[src/design/dd_pkg.sv]
// Shared types and constants for the deadlock detector.
// Fixed field widths, operation codes and register map; no dependencies.
`default_nettype none

package dd_pkg;

  // Field widths of the item, result and register ports
  localparam int OP_W         = 2;
  localparam int PROC_IDX_W   = 3;
  localparam int RES_IDX_W    = 2;
  localparam int AMOUNT_W     = 8;
  localparam int MASK_W       = 8;
  localparam int PROC_COUNT_W = 4;
  localparam int RES_COUNT_W  = 3;
  localparam int PADDR_W      = 3;
  localparam int PDATA_W      = 32;

  // Register reset values
  localparam logic [PROC_COUNT_W-1:0] PROC_COUNT_RST = 4'd8;
  localparam logic [RES_COUNT_W-1:0]  RES_COUNT_RST  = 3'd4;

  // Register select, taken from paddr[2]
  localparam logic REG_PROC_COUNT = 1'b0;
  localparam logic REG_RES_COUNT  = 1'b1;

  typedef enum logic [OP_W-1:0] {
    OP_LOAD_AVAIL = 2'd0,
    OP_LOAD_ALLOC = 2'd1,
    OP_LOAD_REQ   = 2'd2,
    OP_RUN        = 2'd3
  } op_t;

endpackage

`default_nettype wire

[src/design/deadlock_detector.sv]
// Multi-instance deadlock detector: table loads and a check run over them.
// Depends on dd_pkg (field widths, op codes, register map).
`default_nettype none

// Load items (available, allocation, request) give no result. A run item
// clears the finished marks and makes np passes over the np processes in use;
// each visit of an unfinished process reads its request row one column a cycle
// from the request memory and compares it with the available counts, and if it
// fits, reads its allocation row one column a cycle, adds it (saturating) into
// the available counts and zeroes both rows. A visit to a finished process only
// steps on. The length of a run is set by the single read port of each table
// memory. The run leaves the tables changed: reload before the next run.
// The allocation and request tables come up undefined and must be written
// before a run reads them. Items are not taken while a run is in progress;
// loads are taken while a run result still waits in the output register.
module deadlock_detector #(
  parameter int MAX_PROCS  = 8,
  parameter int MAX_RES    = 4,
  parameter int COUNT_BITS = 8
) (
  input  wire                                   clk,
  input  wire                                   rst,
  // item channel
  input  wire                                   cmd_valid,
  output logic                                  cmd_stall,
  input  wire  [dd_pkg::OP_W-1:0]               op,
  input  wire  [dd_pkg::PROC_IDX_W-1:0]         proc_index,
  input  wire  [dd_pkg::RES_IDX_W-1:0]          res_index,
  input  wire  [dd_pkg::AMOUNT_W-1:0]           amount,
  // result channel
  output logic                                  rslt_valid,
  input  wire                                   rslt_stall,
  output logic                                  deadlock,
  output logic [dd_pkg::MASK_W-1:0]             finished_mask,
  // configuration port
  input  wire                                   psel,
  input  wire                                   penable,
  input  wire                                   pwrite,
  input  wire  [dd_pkg::PADDR_W-1:0]            paddr,
  input  wire  [dd_pkg::PDATA_W-1:0]            pwdata,
  output logic [dd_pkg::PDATA_W-1:0]            prdata,
  output logic                                  pready
);

  // Index widths; a single-entry dimension still gets one address bit
  localparam int PW        = (MAX_PROCS > 1) ? $clog2(MAX_PROCS) : 1;
  localparam int RW        = (MAX_RES > 1) ? $clog2(MAX_RES) : 1;
  localparam int NPW       = $clog2(MAX_PROCS + 1);
  localparam int NRW       = $clog2(MAX_RES + 1);
  localparam int AW        = COUNT_BITS + 4;
  localparam int MEM_DEPTH = MAX_PROCS << RW;
  localparam int MAW       = PW + RW;

  typedef enum logic [3:0] {
    S_IDLE    = 4'b0001,
    S_CHECK   = 4'b0010,
    S_RELEASE = 4'b0100,
    S_DONE    = 4'b1000
  } state_t;

  state_t state, state_next;

  // Configuration registers
  logic [dd_pkg::PROC_COUNT_W-1:0] proc_count;
  logic [dd_pkg::RES_COUNT_W-1:0]  res_count;

  // Run counters and read pipeline tag
  logic [NPW-1:0] pass_cnt, pass_next;
  logic [NPW-1:0] proc_cnt, proc_next;
  logic [NRW-1:0] ri, ri_next;
  logic [NRW-1:0] rd_r, rd_r_next;
  logic           rd_vld, rd_vld_next;

  logic [MAX_PROCS-1:0] finished, finished_next;
  logic [MAX_PROCS-1:0] used_mask;
  logic [AW-1:0]        avail [MAX_RES];

  // Table memories
  logic [COUNT_BITS-1:0] alloc_mem [MEM_DEPTH];
  logic [COUNT_BITS-1:0] req_mem   [MEM_DEPTH];
  logic [COUNT_BITS-1:0] alloc_q, req_q;
  logic                  alloc_rd, req_rd, alloc_we, req_we;
  logic [MAW-1:0]        rd_addr, wr_addr;
  logic [COUNT_BITS-1:0] wr_data;

  logic [NPW-1:0]        np;
  logic [NRW-1:0]        nr;
  logic [PW-1:0]         p_idx;
  logic [RW-1:0]         rd_idx;
  logic                  cmd_fire, cfg_wr, advance, release_col, rslt_load;
  logic                  ld_proc_ok, ld_res_ok;
  logic [COUNT_BITS-1:0] amt_c;
  logic [AW:0]           avail_sum;

  // ---------------------------------------------------------------------
  // Configuration port
  // ---------------------------------------------------------------------
  assign pready = 1'b1;
  assign cfg_wr = psel && penable && pwrite && pready;

  always_ff @(posedge clk) begin
    if (rst) begin
      proc_count <= dd_pkg::PROC_COUNT_RST;
      res_count  <= dd_pkg::RES_COUNT_RST;
    end else if (cfg_wr) begin
      if (paddr[2] == dd_pkg::REG_PROC_COUNT) begin
        proc_count <= pwdata[dd_pkg::PROC_COUNT_W-1:0];
      end else begin
        res_count <= pwdata[dd_pkg::RES_COUNT_W-1:0];
      end
    end
  end

  // Reads return the register at aligned addresses, zero elsewhere
  always_comb begin
    prdata = '0;
    if (paddr[1:0] == 2'b00) begin
      case (paddr[2])
        dd_pkg::REG_PROC_COUNT: prdata = dd_pkg::PDATA_W'(proc_count);
        dd_pkg::REG_RES_COUNT:  prdata = dd_pkg::PDATA_W'(res_count);
        default:                prdata = '0;
      endcase
    end
  end

  // Counts in use, clamped to the table sizes
  always_comb begin
    if (32'(proc_count) > MAX_PROCS) begin
      np = NPW'(MAX_PROCS);
    end else begin
      np = NPW'(proc_count);
    end
    if (32'(res_count) > MAX_RES) begin
      nr = NRW'(MAX_RES);
    end else begin
      nr = NRW'(res_count);
    end
  end

  always_comb begin
    for (int i = 0; i < MAX_PROCS; i++) begin
      used_mask[i] = (i < int'(np));
    end
  end

  // ---------------------------------------------------------------------
  // Item decode
  // ---------------------------------------------------------------------
  assign cmd_stall  = (state != S_IDLE);
  assign cmd_fire   = cmd_valid && !cmd_stall;
  assign ld_proc_ok = (32'(proc_index) < MAX_PROCS);
  assign ld_res_ok  = (32'(res_index) < MAX_RES);
  assign amt_c      = COUNT_BITS'(amount);

  assign p_idx  = proc_cnt[PW-1:0];
  assign rd_idx = rd_r[RW-1:0];

  // ---------------------------------------------------------------------
  // Run sequencer: column reads issue every cycle, the compare or release
  // of a column happens in the cycle after, when its data returns.
  // ---------------------------------------------------------------------
  always_comb begin
    state_next    = state;
    pass_next     = pass_cnt;
    proc_next     = proc_cnt;
    ri_next       = ri;
    rd_r_next     = ri;
    rd_vld_next   = 1'b0;
    finished_next = finished;
    req_rd        = 1'b0;
    alloc_rd      = 1'b0;
    advance       = 1'b0;
    release_col   = 1'b0;

    case (state)
      S_IDLE: begin
        if (cmd_fire && op == dd_pkg::OP_RUN) begin
          finished_next = '0;
          pass_next     = '0;
          proc_next     = '0;
          ri_next       = '0;
          state_next    = (np == '0) ? S_DONE : S_CHECK;
        end
      end
      S_CHECK: begin
        if (finished[p_idx]) begin
          advance = 1'b1;
        end else if (nr == '0) begin
          // no resource types: every request fits, nothing to release
          finished_next[p_idx] = 1'b1;
          advance              = 1'b1;
        end else begin
          if (ri < nr) begin
            req_rd      = 1'b1;
            rd_vld_next = 1'b1;
            ri_next     = ri + NRW'(1);
          end
          if (rd_vld) begin
            if (AW'(req_q) > avail[rd_idx]) begin
              advance = 1'b1;
            end else if (rd_r == nr - NRW'(1)) begin
              state_next  = S_RELEASE;
              ri_next     = '0;
              rd_vld_next = 1'b0;
            end
          end
        end
      end
      S_RELEASE: begin
        if (ri < nr) begin
          alloc_rd    = 1'b1;
          rd_vld_next = 1'b1;
          ri_next     = ri + NRW'(1);
        end
        if (rd_vld) begin
          release_col = 1'b1;
          if (rd_r == nr - NRW'(1)) begin
            finished_next[p_idx] = 1'b1;
            advance              = 1'b1;
          end
        end
      end
      S_DONE: begin
        if (!rslt_valid || !rslt_stall) begin
          state_next = S_IDLE;
        end
      end
      default: state_next = S_IDLE;
    endcase

    // Step to the next process, and to the next pass after the last one
    if (advance) begin
      ri_next     = '0;
      rd_vld_next = 1'b0;
      state_next  = S_CHECK;
      if (proc_cnt == np - NPW'(1)) begin
        proc_next = '0;
        if (pass_cnt == np - NPW'(1)) begin
          state_next = S_DONE;
        end else begin
          pass_next = pass_cnt + NPW'(1);
        end
      end else begin
        proc_next = proc_cnt + NPW'(1);
      end
    end
  end

  always_ff @(posedge clk) begin
    if (rst) begin
      state    <= S_IDLE;
      pass_cnt <= '0;
      proc_cnt <= '0;
      ri       <= '0;
      rd_vld   <= 1'b0;
      finished <= '0;
    end else begin
      state    <= state_next;
      pass_cnt <= pass_next;
      proc_cnt <= proc_next;
      ri       <= ri_next;
      rd_vld   <= rd_vld_next;
      finished <= finished_next;
    end
  end

  always_ff @(posedge clk) begin
    rd_r <= rd_r_next;
  end

  // ---------------------------------------------------------------------
  // Available counts: loads, and saturating release of an allocation
  // ---------------------------------------------------------------------
  assign avail_sum = {1'b0, avail[rd_idx]} + (AW + 1)'(alloc_q);

  always_ff @(posedge clk) begin
    if (rst) begin
      for (int i = 0; i < MAX_RES; i++) begin
        avail[i] <= '0;
      end
    end else if (cmd_fire && op == dd_pkg::OP_LOAD_AVAIL && ld_res_ok) begin
      avail[RW'(res_index)] <= AW'(amt_c);
    end else if (release_col) begin
      avail[rd_idx] <= avail_sum[AW] ? {AW{1'b1}} : avail_sum[AW-1:0];
    end
  end

  // ---------------------------------------------------------------------
  // Table memories: one read and one write port each. A released column is
  // zeroed one column behind the read, so the two never hit the same entry.
  // ---------------------------------------------------------------------
  assign rd_addr  = {p_idx, ri[RW-1:0]};
  assign wr_addr  = release_col ? {p_idx, rd_idx} : {PW'(proc_index), RW'(res_index)};
  assign wr_data  = release_col ? '0 : amt_c;
  assign alloc_we = release_col ||
                    (cmd_fire && op == dd_pkg::OP_LOAD_ALLOC && ld_proc_ok && ld_res_ok);
  assign req_we   = release_col ||
                    (cmd_fire && op == dd_pkg::OP_LOAD_REQ && ld_proc_ok && ld_res_ok);

  always_ff @(posedge clk) begin
    if (alloc_we) begin
      alloc_mem[wr_addr] <= wr_data;
    end
    if (alloc_rd) begin
      alloc_q <= alloc_mem[rd_addr];
    end
  end

  always_ff @(posedge clk) begin
    if (req_we) begin
      req_mem[wr_addr] <= wr_data;
    end
    if (req_rd) begin
      req_q <= req_mem[rd_addr];
    end
  end

  // ---------------------------------------------------------------------
  // Result register
  // ---------------------------------------------------------------------
  assign rslt_load = (state == S_DONE) && (!rslt_valid || !rslt_stall);

  always_ff @(posedge clk) begin
    if (rst) begin
      rslt_valid <= 1'b0;
    end else if (rslt_load) begin
      rslt_valid <= 1'b1;
    end else if (!rslt_stall) begin
      rslt_valid <= 1'b0;
    end
  end

  always_ff @(posedge clk) begin
    if (rslt_load) begin
      deadlock      <= ((finished & used_mask) != used_mask);
      finished_mask <= dd_pkg::MASK_W'(finished);
    end
  end

`ifndef ASSERT_OFF
  // A result appears only out of the end of a run
  a_rslt_from_done: assert property (@(posedge clk) disable iff (rst)
    $rose(rslt_valid) |-> $past(state == S_DONE))
    else $error("result raised outside the end of a run");

  // A run never marks a process outside the count in use
  a_finished_in_range: assert property (@(posedge clk) disable iff (rst)
    (state != S_IDLE) |-> ((finished & ~used_mask) == '0))
    else $error("finished mark outside the processes in use");

  // Returning read data always belongs to a column in use
  a_tag_in_range: assert property (@(posedge clk) disable iff (rst)
    rd_vld |-> (rd_r < nr))
    else $error("read tag beyond the resource types in use");
`endif

endmodule

`default_nettype wire
[config.mk]
export PLATFORM = sky130hd
export DESIGN_NAME = deadlock_detector
export DESIGN_NICKNAME = d
export VERILOG_FILES = /design/src/design/dd_pkg.sv /design/src/design/deadlock_detector.sv
export SDC_FILE = /design/constraint.sdc
export NUM_CORES = 1
export LEC_CHECK = 0
export BUFFER_PORTS_ARGS = -buffer_cell sky130_fd_sc_hd__buf_2
export CORE_ASPECT_RATIO = 1.4
export CORE_UTILIZATION = 56
export DETAILED_ROUTE_END_ITERATION = 10
export PLACE_DENSITY = 0.76
export SLEW_MARGIN = 20
export SYNTH_ARGS = -nofsm -noshare
export SYNTH_HDL_FRONTEND = slang
export SYNTH_SLANG_ARGS = --single-unit
[constraint.sdc]
create_clock -name clk -period 4.2 [get_ports clk]
set_input_delay 0.84 -clock clk [delete_from_list [all_inputs] [get_ports clk]]
set_output_delay 0.84 -clock clk [all_outputs]
set_load 0.1 [all_outputs]
-- Yosys cells after proc, flatten, opt, wreduce, memory -nomap -nowiden
Memory sizes are Yosys's and may differ from the RTL's. A register that Yosys moved wholly into a read port is not among the register bits.
Cells that the tools add are included.
- register bits: 44
- RAM bits: 560
- word-level logic and storage cells: 183
- memories: 3
- memory list (name ; words ; bits a word ; read ports ; clocked after memory_dff ; write ports ; line ; text):
    alloc_mem ; 32 ; 8 ; 1 ; 1 ; 1 ; deadlock_detector.sv:79 ; logic [COUNT_BITS-1:0] alloc_mem [MEM_DEPTH];
    req_mem ; 32 ; 8 ; 1 ; 1 ; 1 ; deadlock_detector.sv:80 ; logic [COUNT_BITS-1:0] req_mem [MEM_DEPTH];
    avail ; 4 ; 12 ; 1 ; 1 ; 4 ; deadlock_detector.sv:76 ; logic [AW-1:0] avail [MAX_RES];
- add/sub/neg operators: 6
- $lt $le $gt $ge: 14
- equal/unequal tests: 27
- multiplexer cells: 87
- bitwise operators: 3
- reduce and logical (&&, ||, !) cells: 31
- operators by type and width (cell ; count):
    $mux 4 ; 21
    $pmux 32 s2 ; 1
    $mux 8 ; 6
    $mux 1 ; 37
    $mux 12 ; 3
    $mux 32 ; 1
    $mux 3 ; 8
    $pmux 8 s3 ; 1
    $reduce_or 12->1 ; 2
    $ne 3x3->1 const B ; 7
    $lt 3x4->1 const A ; 4
    $pmux 4 s4 ; 1
    $ne 2x2->1 const B ; 7
    $add 12x8->13 ; 1
    $gt 8x12->1 ; 1
    $logic_and 1x1->1 ; 9
    $pmux 3 s3 ; 1
    $add 4x1->4 const B ; 2
    $and 8x8->8 ; 1
    $eq 4x4->1 ; 2
    $lt 1x4->1 const A ; 2
    $lt 2x4->1 const A ; 2
    $ne 8x8->1 ; 1
    $or 8x8->8 ; 1
    35 further kinds ; 46

-- Logic depth before layout (Yosys ltp)
Gate-level depths: netlist (run 1).
- word-level depth: 11
- depth in mapped cells: 13

-- Worst setup path after synthesis (run 1)
OpenSTA, ideal clock, no wires.
- path kind: input port to output port
- start point: input paddr[2] in the netlist's numbering
- end point: output prdata[3] in the netlist's numbering
- arrival time: 4187 ps
- required time: 3360 ps
- slack: -827 ps
- stages: 2
- path buffers: 1
- cells stage by stage: clkbuf_1 > nor4b_1
- longest elaborated chain between the ends: 3
- ends and longest elaborated chain (item ; line ; text):
    start: declaration ; deadlock_detector.sv:39 ; input wire [dd_pkg::PADDR_W-1:0] paddr,
    $not 1->1 (no source line) ; -- ;
    $pmux 32 s2 (*) ; deadlock_detector.sv:118 ; case (paddr[2])
    $mux 32 (*) ; deadlock_detector.sv:117 ; if (paddr[1:0] == 2'b00) begin
    end: declaration ; deadlock_detector.sv:41 ; output logic [dd_pkg::PDATA_W-1:0] prdata,
Every way passes the cells marked *; elsewhere a longest branch is shown, timed or not. The select of a mux whose other input is x is not followed.

==> results by group, run 1 <==
Clock tree
  – CTS Root Cell: clkbuf_16
  – Post-CTS Setup Bufs: 0
  – CTS Sinks: 620
  – Cts repair resizes: 0
  – CTS tree: built
  – CTS hold repair buffers: 0
  – H-Tree Depth: 2
  – Num CTS Buffers: 53
  – Worst-path clk slew: 0.07 ns
  – Longest Clk Path Bufs: 3
  – Skew-Pair Late Insertion Delay: 0.59 ns

Worst setup path
  – Worst stage delay on the critical path: 0.61 ns
  – Slowest-stage cell, CP: mux4_2
  – Critical Path, Cell by Cell: mux4_2, ha_1, fa_1, a21o_1, a21oi_1, o21ai_0, a31oi_2, buf_4, o21ai_0, a22oi_1, nor2_1
  – Data required time of the worst path: 4.51 ns
  – WP data arrival: 4.11 ns
  – Top Family by Delay on Critical Path: compound AO/OA/AOI/OAI gates
  – CP startpoint kind: register
  – Critical path endpoint category: register
  – Cell mode on critical path: o21ai_0
  – Worst Setup Path Type: register to register
  – Crit path buf inv count: 1
  – Reg2Reg Setup Slack: 0.40 ns
  – CP max FO: 10

Timing
  – Worst slew pin tran: 1.06 ns
  – Fin crit period: 3.80 ns
  – Endpoints failing hold: 0
  – Final-report max-slew violation count: 0
  – Fin crit share: 90.4%
  – Slew HR: 29.1%
  – Final hold slack: 0.414 ns
  – Fmax achieved: 263 MHz
  – Endpoints failing setup: 0
  – RSZ-0062 raised after global routing: false
  – Clk_skew: 0.0109 ns
  – Setup TNS: 0 ns

Floorplanning
  – Starting Density: 56.6%
  – Die Ht: 254 um
  – Io pins: 101
  – Total die area: 0.0464 mm^2
  – Site Rows: 92
  – CORE AREA: 0.0450 mm^2
  – Die X: 182 um

Detailed routing
  – Avg Vias per Cell: 6.21
  – Routed length per instance: 25.4 um
  – Top sig layer: met4
  – Vias: 13370
  – Initial DRC count: 1388
  – WL final: 54700 um
  – DR WL met3: 3420 um
  – Routed length on met2: 28600 um
  – DRC: 0
  – Routed Antenna Nets: 0
  – DRT Pass-1 Iters: 5
  – Wl on met1: 20300 um

Layout
  – Post-Layout Inst Area: 0.0283 mm^2
  – Commonest non-fill, non-tap cell in the layout: edfxtp_1
  – Layout cells sized above 1: 21.7%
  – Most frequent cells in the layout: 585 x edfxtp_1, 141 x mux4_2, 126 x nor2_1, 70 x a22oi_1, 55 x clkbuf_16
  – Synth-to-Final Area Change: 10.9%
  – Final layout net count: 1582
  – Antenna diode count: 0

Synth
  – Synthesized cell area: 0.0255 mm^2
  – Register bit count reported by yosys: 620
  – Asr flop ratio synth: 0%
  – Syn Inst Count: 1427
  – Unique masters post-synth: 70
  – Sequential share of the synthesized area: 71.7%
  – Syn Area/Cell: 17.9 um^2
  – Post-synth EDFFs: 585
  – Ys flop type: edfxtp_1
  – YS warnings: 0

Power
  – Total Power: 0.0133 W
  – Worst vdd ir: 0.349 mV
  – P per Cell Area: 472 mW/mm^2
  – Leak: 9.05 nW

Global route
  – Vias in the first global route: 13437
  – Initial antenna violation count: 0
  – Largest net degree at the start of global routing: 65
  – Grt ovf: 0
  – First-pass GRT wire length: 82000 um
  – Global Route Usage Sum: 24.1%

Placed design
  – GPL Wtd Cong: 0.864
  – Placed cell areas: 0.0264 mm^2
  – PortBufs: 43
  – Detailed placement HPWL: 35100 um

Hold path
  – Class of the worst hold path: register to register

Run status
  – Outcome: complete, no violations

Run
  – Max-cap viol count: 0
## logic make-up after synthesis
kind of cell / Yosys count / synth area share, %
fa+ha+maj: 27 / 1.36
compound gates: 177 / 4.95
simple gates: 303 / 5.89
xor+xnor: 18 / 0.727
flops: 620 / 71.7
other cells: 2 / 0.0295
mux: 153 / 12.9
buf+inv: 127 / 2.42
## synthesized netlist by cell type, drive strengths merged, types with 2 or more instances
cell      n  share of area [%]
xor2      5               0.17
edfxtp  585                 69
nand4    24               0.59
a311oi    2              0.069
nor2b     5               0.12
nor3b     3              0.088
buf      52                1.3
xnor3     2               0.18
dfxtp    35                2.7
nand3b    4               0.12
nor4      7               0.20
nand2    42               0.62
a211o     3               0.10
a21o     12               0.35
a211oi    4               0.17
conb      2              0.029
nor2    129                1.9
o21a     10               0.29
nor4b     6               0.23
o21ai    18               0.37
or3b      4               0.14
ha       26                1.3
mux4    141                 12
or4b      3               0.12
a21oi    23               0.45
o31ai     4               0.12
nor3     14               0.28
clkbuf   39               0.57
o21bai    6               0.18
o22ai     6               0.15
a221oi    3               0.10
inv      36               0.53
and2     12               0.29
mux2i    11               0.43
o211ai    2              0.079
or2       5               0.13
xnor2    11               0.38
or3       6               0.15
nand3    16               0.31
nand2b   18               0.44
a22oi    70                2.1
a31oi     5               0.12
and3      2              0.049
## flip-flops by register name, indices dropped and copies added, names as in the netlist
name           cells
alloc_mem        256
alloc_q            8
avail             48
deadlock           1
finished           8
finished_mask      8
pass_cnt           4
proc_cnt           4
proc_count         4
rd_r               3
rd_r_next          3
rd_vld             1
req_mem          256
req_q              8
res_count          3
rslt_valid         1
state              4
## power by group
part,switching [W],internal (W),total [W]
Clock,0.00212,0.00290,0.00502
Combinational,0.000810,0.000579,0.00139
Sequential,0.000101,0.00682,0.00693
## area by class of cell
class | instances | area [um^2]
Sequential cell | 620 | 18300
Fill cell | 2999 | 16800
Multi-Input combinational cell | 707 | 6760
Clock buffer | 72 | 1480
Tap cell | 611 | 764
Timing Repair Buffer | 80 | 531
Clock inverter | 27 | 308
Inverter | 36 | 135
## worst register-to-register path: stages (launching register included)
cell,delay (ns)
dfxtp_1,0.59
mux4_2,0.61
ha_1,0.23
fa_1,0.43
a21o_1,0.20
a21oi_1,0.23
o21ai_0,0.14
a31oi_2,0.32
buf_4,0.22
o21ai_0,0.10
a22oi_1,0.34
nor2_1,0.10
## path summary, 6_finish.rpt
kind                                                 from                         to  cells past startpoint
worst max-delay path                      rd_r[0]$_DFF_P_  avail[2][4]$_SDFFCE_PN0P_                     11
worst min-delay path            rd_r_next[2]$_SDFFE_PP0P_            rd_r[2]$_DFF_P_                      0
worst max register to register            rd_r[0]$_DFF_P_  avail[2][4]$_SDFFCE_PN0P_                     11
worst min register to register  rd_r_next[2]$_SDFFE_PP0P_            rd_r[2]$_DFF_P_                      0
## metrics by stage
stage | cells | worst slack, ns | util [%]
finish | 2153 | 0.401 | 62.8
global route | 2153 | 0.117 | 62.8
CTS | 2153 | 0.291 | 62.7
detailed placement | 2054 | 0.302 | 58.7
global placement | 2054 | 0.382 | 58.7
floorplan | 1454 | 0.137 | -
## layer usage
layer  vias to the layer above  track usage (%)
met3                       140             3.24
met2                       580             42.5
met1                      6817             30.0
met4                         0             10.2
li1                       5833                -
met5                         -                0
Power figures use the tool's default switching activity.
==> run 2: changes to the inputs <==
Settings changed: CORE_UTILIZATION 56 to 65, PLACE_DENSITY 0.76 to 0.83, SLEW_MARGIN 20 to 5.
Clock period 4.2 ns to 4.59 ns, I/O delays scaled along.
==> run 2 against run 1 <==
  * Final cell count down 3.5%
  * Critical path depth decreased by 6
  * Clock power shrank 6.4%
  * Global-route usage rose by 6.8 points
  * Hold slack worse by 0.014 ns
  * Worst setup slack improved by 0.11 ns
  * First-iteration DRC count rose by 39%
  * Design area hardly changed
  * Sequential power is 8.4% lower
  * Clock skew grew 0.0066 ns
  * Fmax decreased by 6.8%
  * Critical path type unchanged
  * Largest power group unchanged
  * Highest routed layer unchanged
==> results by group, run 2 (synthesized netlist as in run 1, its figures left out) <==
Run status
  – Outcome: complete, no violations

Clock tree
  – Longest Clk Path Bufs: 3 (unchanged)
  – Skew-Pair Late Insertion Delay: 0.60 ns (about the same)
  – CTS Sinks: 620 (unchanged)
  – H-Tree Depth: 2 (unchanged)
  – CTS tree: built
  – CTS hold repair buffers: 0 (unchanged)
  – CTS Root Cell: clkbuf_16
  – Cts repair resizes: 0 (unchanged)
  – Num CTS Buffers: 52 (-1.9%)
  – Post-CTS Setup Bufs: 0 (unchanged)
  – Worst-path clk slew: 0.07 ns (about the same)

Floorplanning
  – Die Ht: 236 um (-7.1%)
  – Die X: 169 um (-7.1%)
  – Total die area: 0.0400 mm^2 (-14%)
  – Site Rows: 85 (-7.6%)
  – Io pins: 101 (unchanged)
  – CORE AREA: 0.0385 mm^2 (-14%)
  – Starting Density: 66.2% (+9.6 points)

Timing
  – Fmax achieved: 245 MHz (-6.8%)
  – Fin crit period: 4.07 ns (+0.276 ns)
  – Slew HR: 7.57% (-22 points)
  – Endpoints failing hold: 0 (unchanged)
  – Endpoints failing setup: 0 (unchanged)
  – Worst slew pin tran: 1.39 ns (+0.324 ns)
  – Clk_skew: 0.0175 ns (+0.00663 ns)
  – Fin crit share: 88.8% (-1.7 points)
  – RSZ-0062 raised after global routing: false
  – Setup TNS: 0 ns (unchanged)
  – Worst setup margin: 0.515 ns (+0.114 ns)
  – Final-report max-slew violation count: 0 (unchanged)

Detailed routing
  – DRC: 0 (unchanged)
  – WL final: 59800 um (+9.4%)
  – Avg Vias per Cell: 6.95 (+12%)
  – DRT Pass-1 Iters: 5 (unchanged)
  – Routed length per instance: 28.8 um (+13%)
  – Vias: 14430 (+7.9%)
  – Routed Antenna Nets: 0 (unchanged)
  – Initial DRC count: 1923 (+39%)

Worst setup path
  – Crit path buf inv count: 0 (-1)
  – Reg2reg start: state[2]$_SDFFE_PP0P_
  – Slowest-stage cell, CP: nor2_1
  – Data required time of the worst path: 4.80 ns (+0.29 ns)
  – Reg2Reg Setup Slack: 0.52 ns (+0.11 ns)
  – Critical Path, Cell by Cell: nor4b_1, nand2_1, o21ai_0, nand2_1, nor2_1
  – CP max FO: 23 (+13)
  – Critical path depth: 5 (-6)
  – Cells on worst reg2reg path: 5 (-6)
  – Top Family by Delay on Critical Path: simple AND/OR/NAND/NOR gates
  – Critical path endpoint category: register
  – Worst stage delay on the critical path: 0.81 ns (+0.20 ns)
  – Worst Setup Path Type: register to register
  – CP startpoint kind: register
  – WP data arrival: 4.29 ns (+0.18 ns)
  – Cell mode on critical path: nand2_1
  – Reg2reg end: req_mem[27][6]$_DFFE_PP_

Hold path
  – Worst hold start: rd_r_next[2]$_SDFFE_PP0P_
  – Hold EP: rd_r[2]$_DFF_P_
  – Class of the worst hold path: register to register
  – WHS Path Cells: 0 (unchanged)

Layout
  – Largest regs: alloc_mem (256), req_mem (256), avail (48)
  – Layout cells sized above 1: 22.8% (+1.0 points)
  – Synth-to-Final Area Change: 10.8% (about the same)
  – Antenna diode count: 0 (unchanged)
  – Most frequent cells in the layout: 585 x edfxtp_1, 141 x mux4_2, 126 x nor2_1, 70 x a22oi_1, 53 x clkbuf_16
  – Fin util: 73.3% (+11 points)
  – Commonest non-fill, non-tap cell in the layout: edfxtp_1
  – Layout Cells excl Fill: 2077 (-3.5%)
  – Final layout net count: 1596 (+0.88%)

Global route
  – Global Route Usage Sum: 30.9% (+6.8 points)
  – Vias in the first global route: 14446 (+7.5%)
  – Grt ovf: 0 (unchanged)
  – Largest net degree at the start of global routing: 65 (unchanged)
  – Initial antenna violation count: 0 (unchanged)
  – First-pass GRT wire length: 89400 um (+9.1%)

Power
  – Worst vdd ir: 0.322 mV (-7.9%)
  – Total Power: 0.0123 W (-7.6%)
  – Leak: 9.12 nW (+0.76%)
  – P per Cell Area: 436 mW/mm^2 (-7.5%)

Run
  – Max-cap viol count: 0 (unchanged)

Placed design
  – GPL Wtd Cong: 0.874 (+1.2%)
  – Pre-CTS setup slack: 0.730 ns (+0.429 ns)
  – Detailed placement HPWL: 34600 um (-1.6%)
  – PortBufs: 43 (unchanged)
  – Placed Instances: 1980 (-3.6%)
-- run 2: worst max-delay path by stage --
stage / end / slack (ns) / start
after floorplan: prdata[0] / 0.37 / paddr[2]
after global placement: avail[0][5]$_SDFFCE_PN0P_ / 0.78 / rd_r[0]$_DFF_P_
after detailed placement: avail[2][5]$_SDFFCE_PN0P_ / 0.73 / rd_r[0]$_DFF_P_
after CTS: alloc_mem[23][3]$_DFFE_PP_ / 0.67 / state[2]$_SDFFE_PP0P_
after global routing: req_mem[27][7]$_DFFE_PP_ / 0.40 / state[2]$_SDFFE_PP0P_
final: req_mem[27][6]$_DFFE_PP_ / 0.52 / state[2]$_SDFFE_PP0P_
-- run 2: power by group --
part           internal [W]  total, W  switching (W)
Sequential          0.00625   0.00635       0.000108
Clock               0.00269   0.00470        0.00201
Combinational      0.000512   0.00127       0.000759
Total               0.00945    0.0123        0.00287
-- run 2: metal layers --
metal	routed length [um]	vias up	global-route usage, %
li1	-	5863	-
met1	20700	7290	38.9
met2	30700	1064	52.0
met3	5340	213	5.44
met4	3030	0	15.1
met5	0	-	0
-- run 2: final cells by class --
type	count	area, um^2
multi-input combinational	707	6740
clock inverter	33	433
timing repair buffer	95	631
sequential	620	18300
fill	2060	10300
tap	522	653
clock buffer	64	1370
inverter	36	135
-- run 2: worst reg2reg max path, cell delays in order, from the launching register on --
cell	delay [ns]
dfxtp_1	0.50
nor4b_1	0.63
nand2_1	0.59
o21ai_0	0.64
nand2_1	0.53
nor2_1	0.81
-- run 2: through the flow --
stage	cell area [um^2]	hold WS, ns
2_1_floorplan	25600	0.366
3_3_place_gp	26400	0.383
3_5_place_dp	26400	0.387
4_1_cts	28200	0.397
5_1_grt	28200	0.397
6_report	28200	0.400
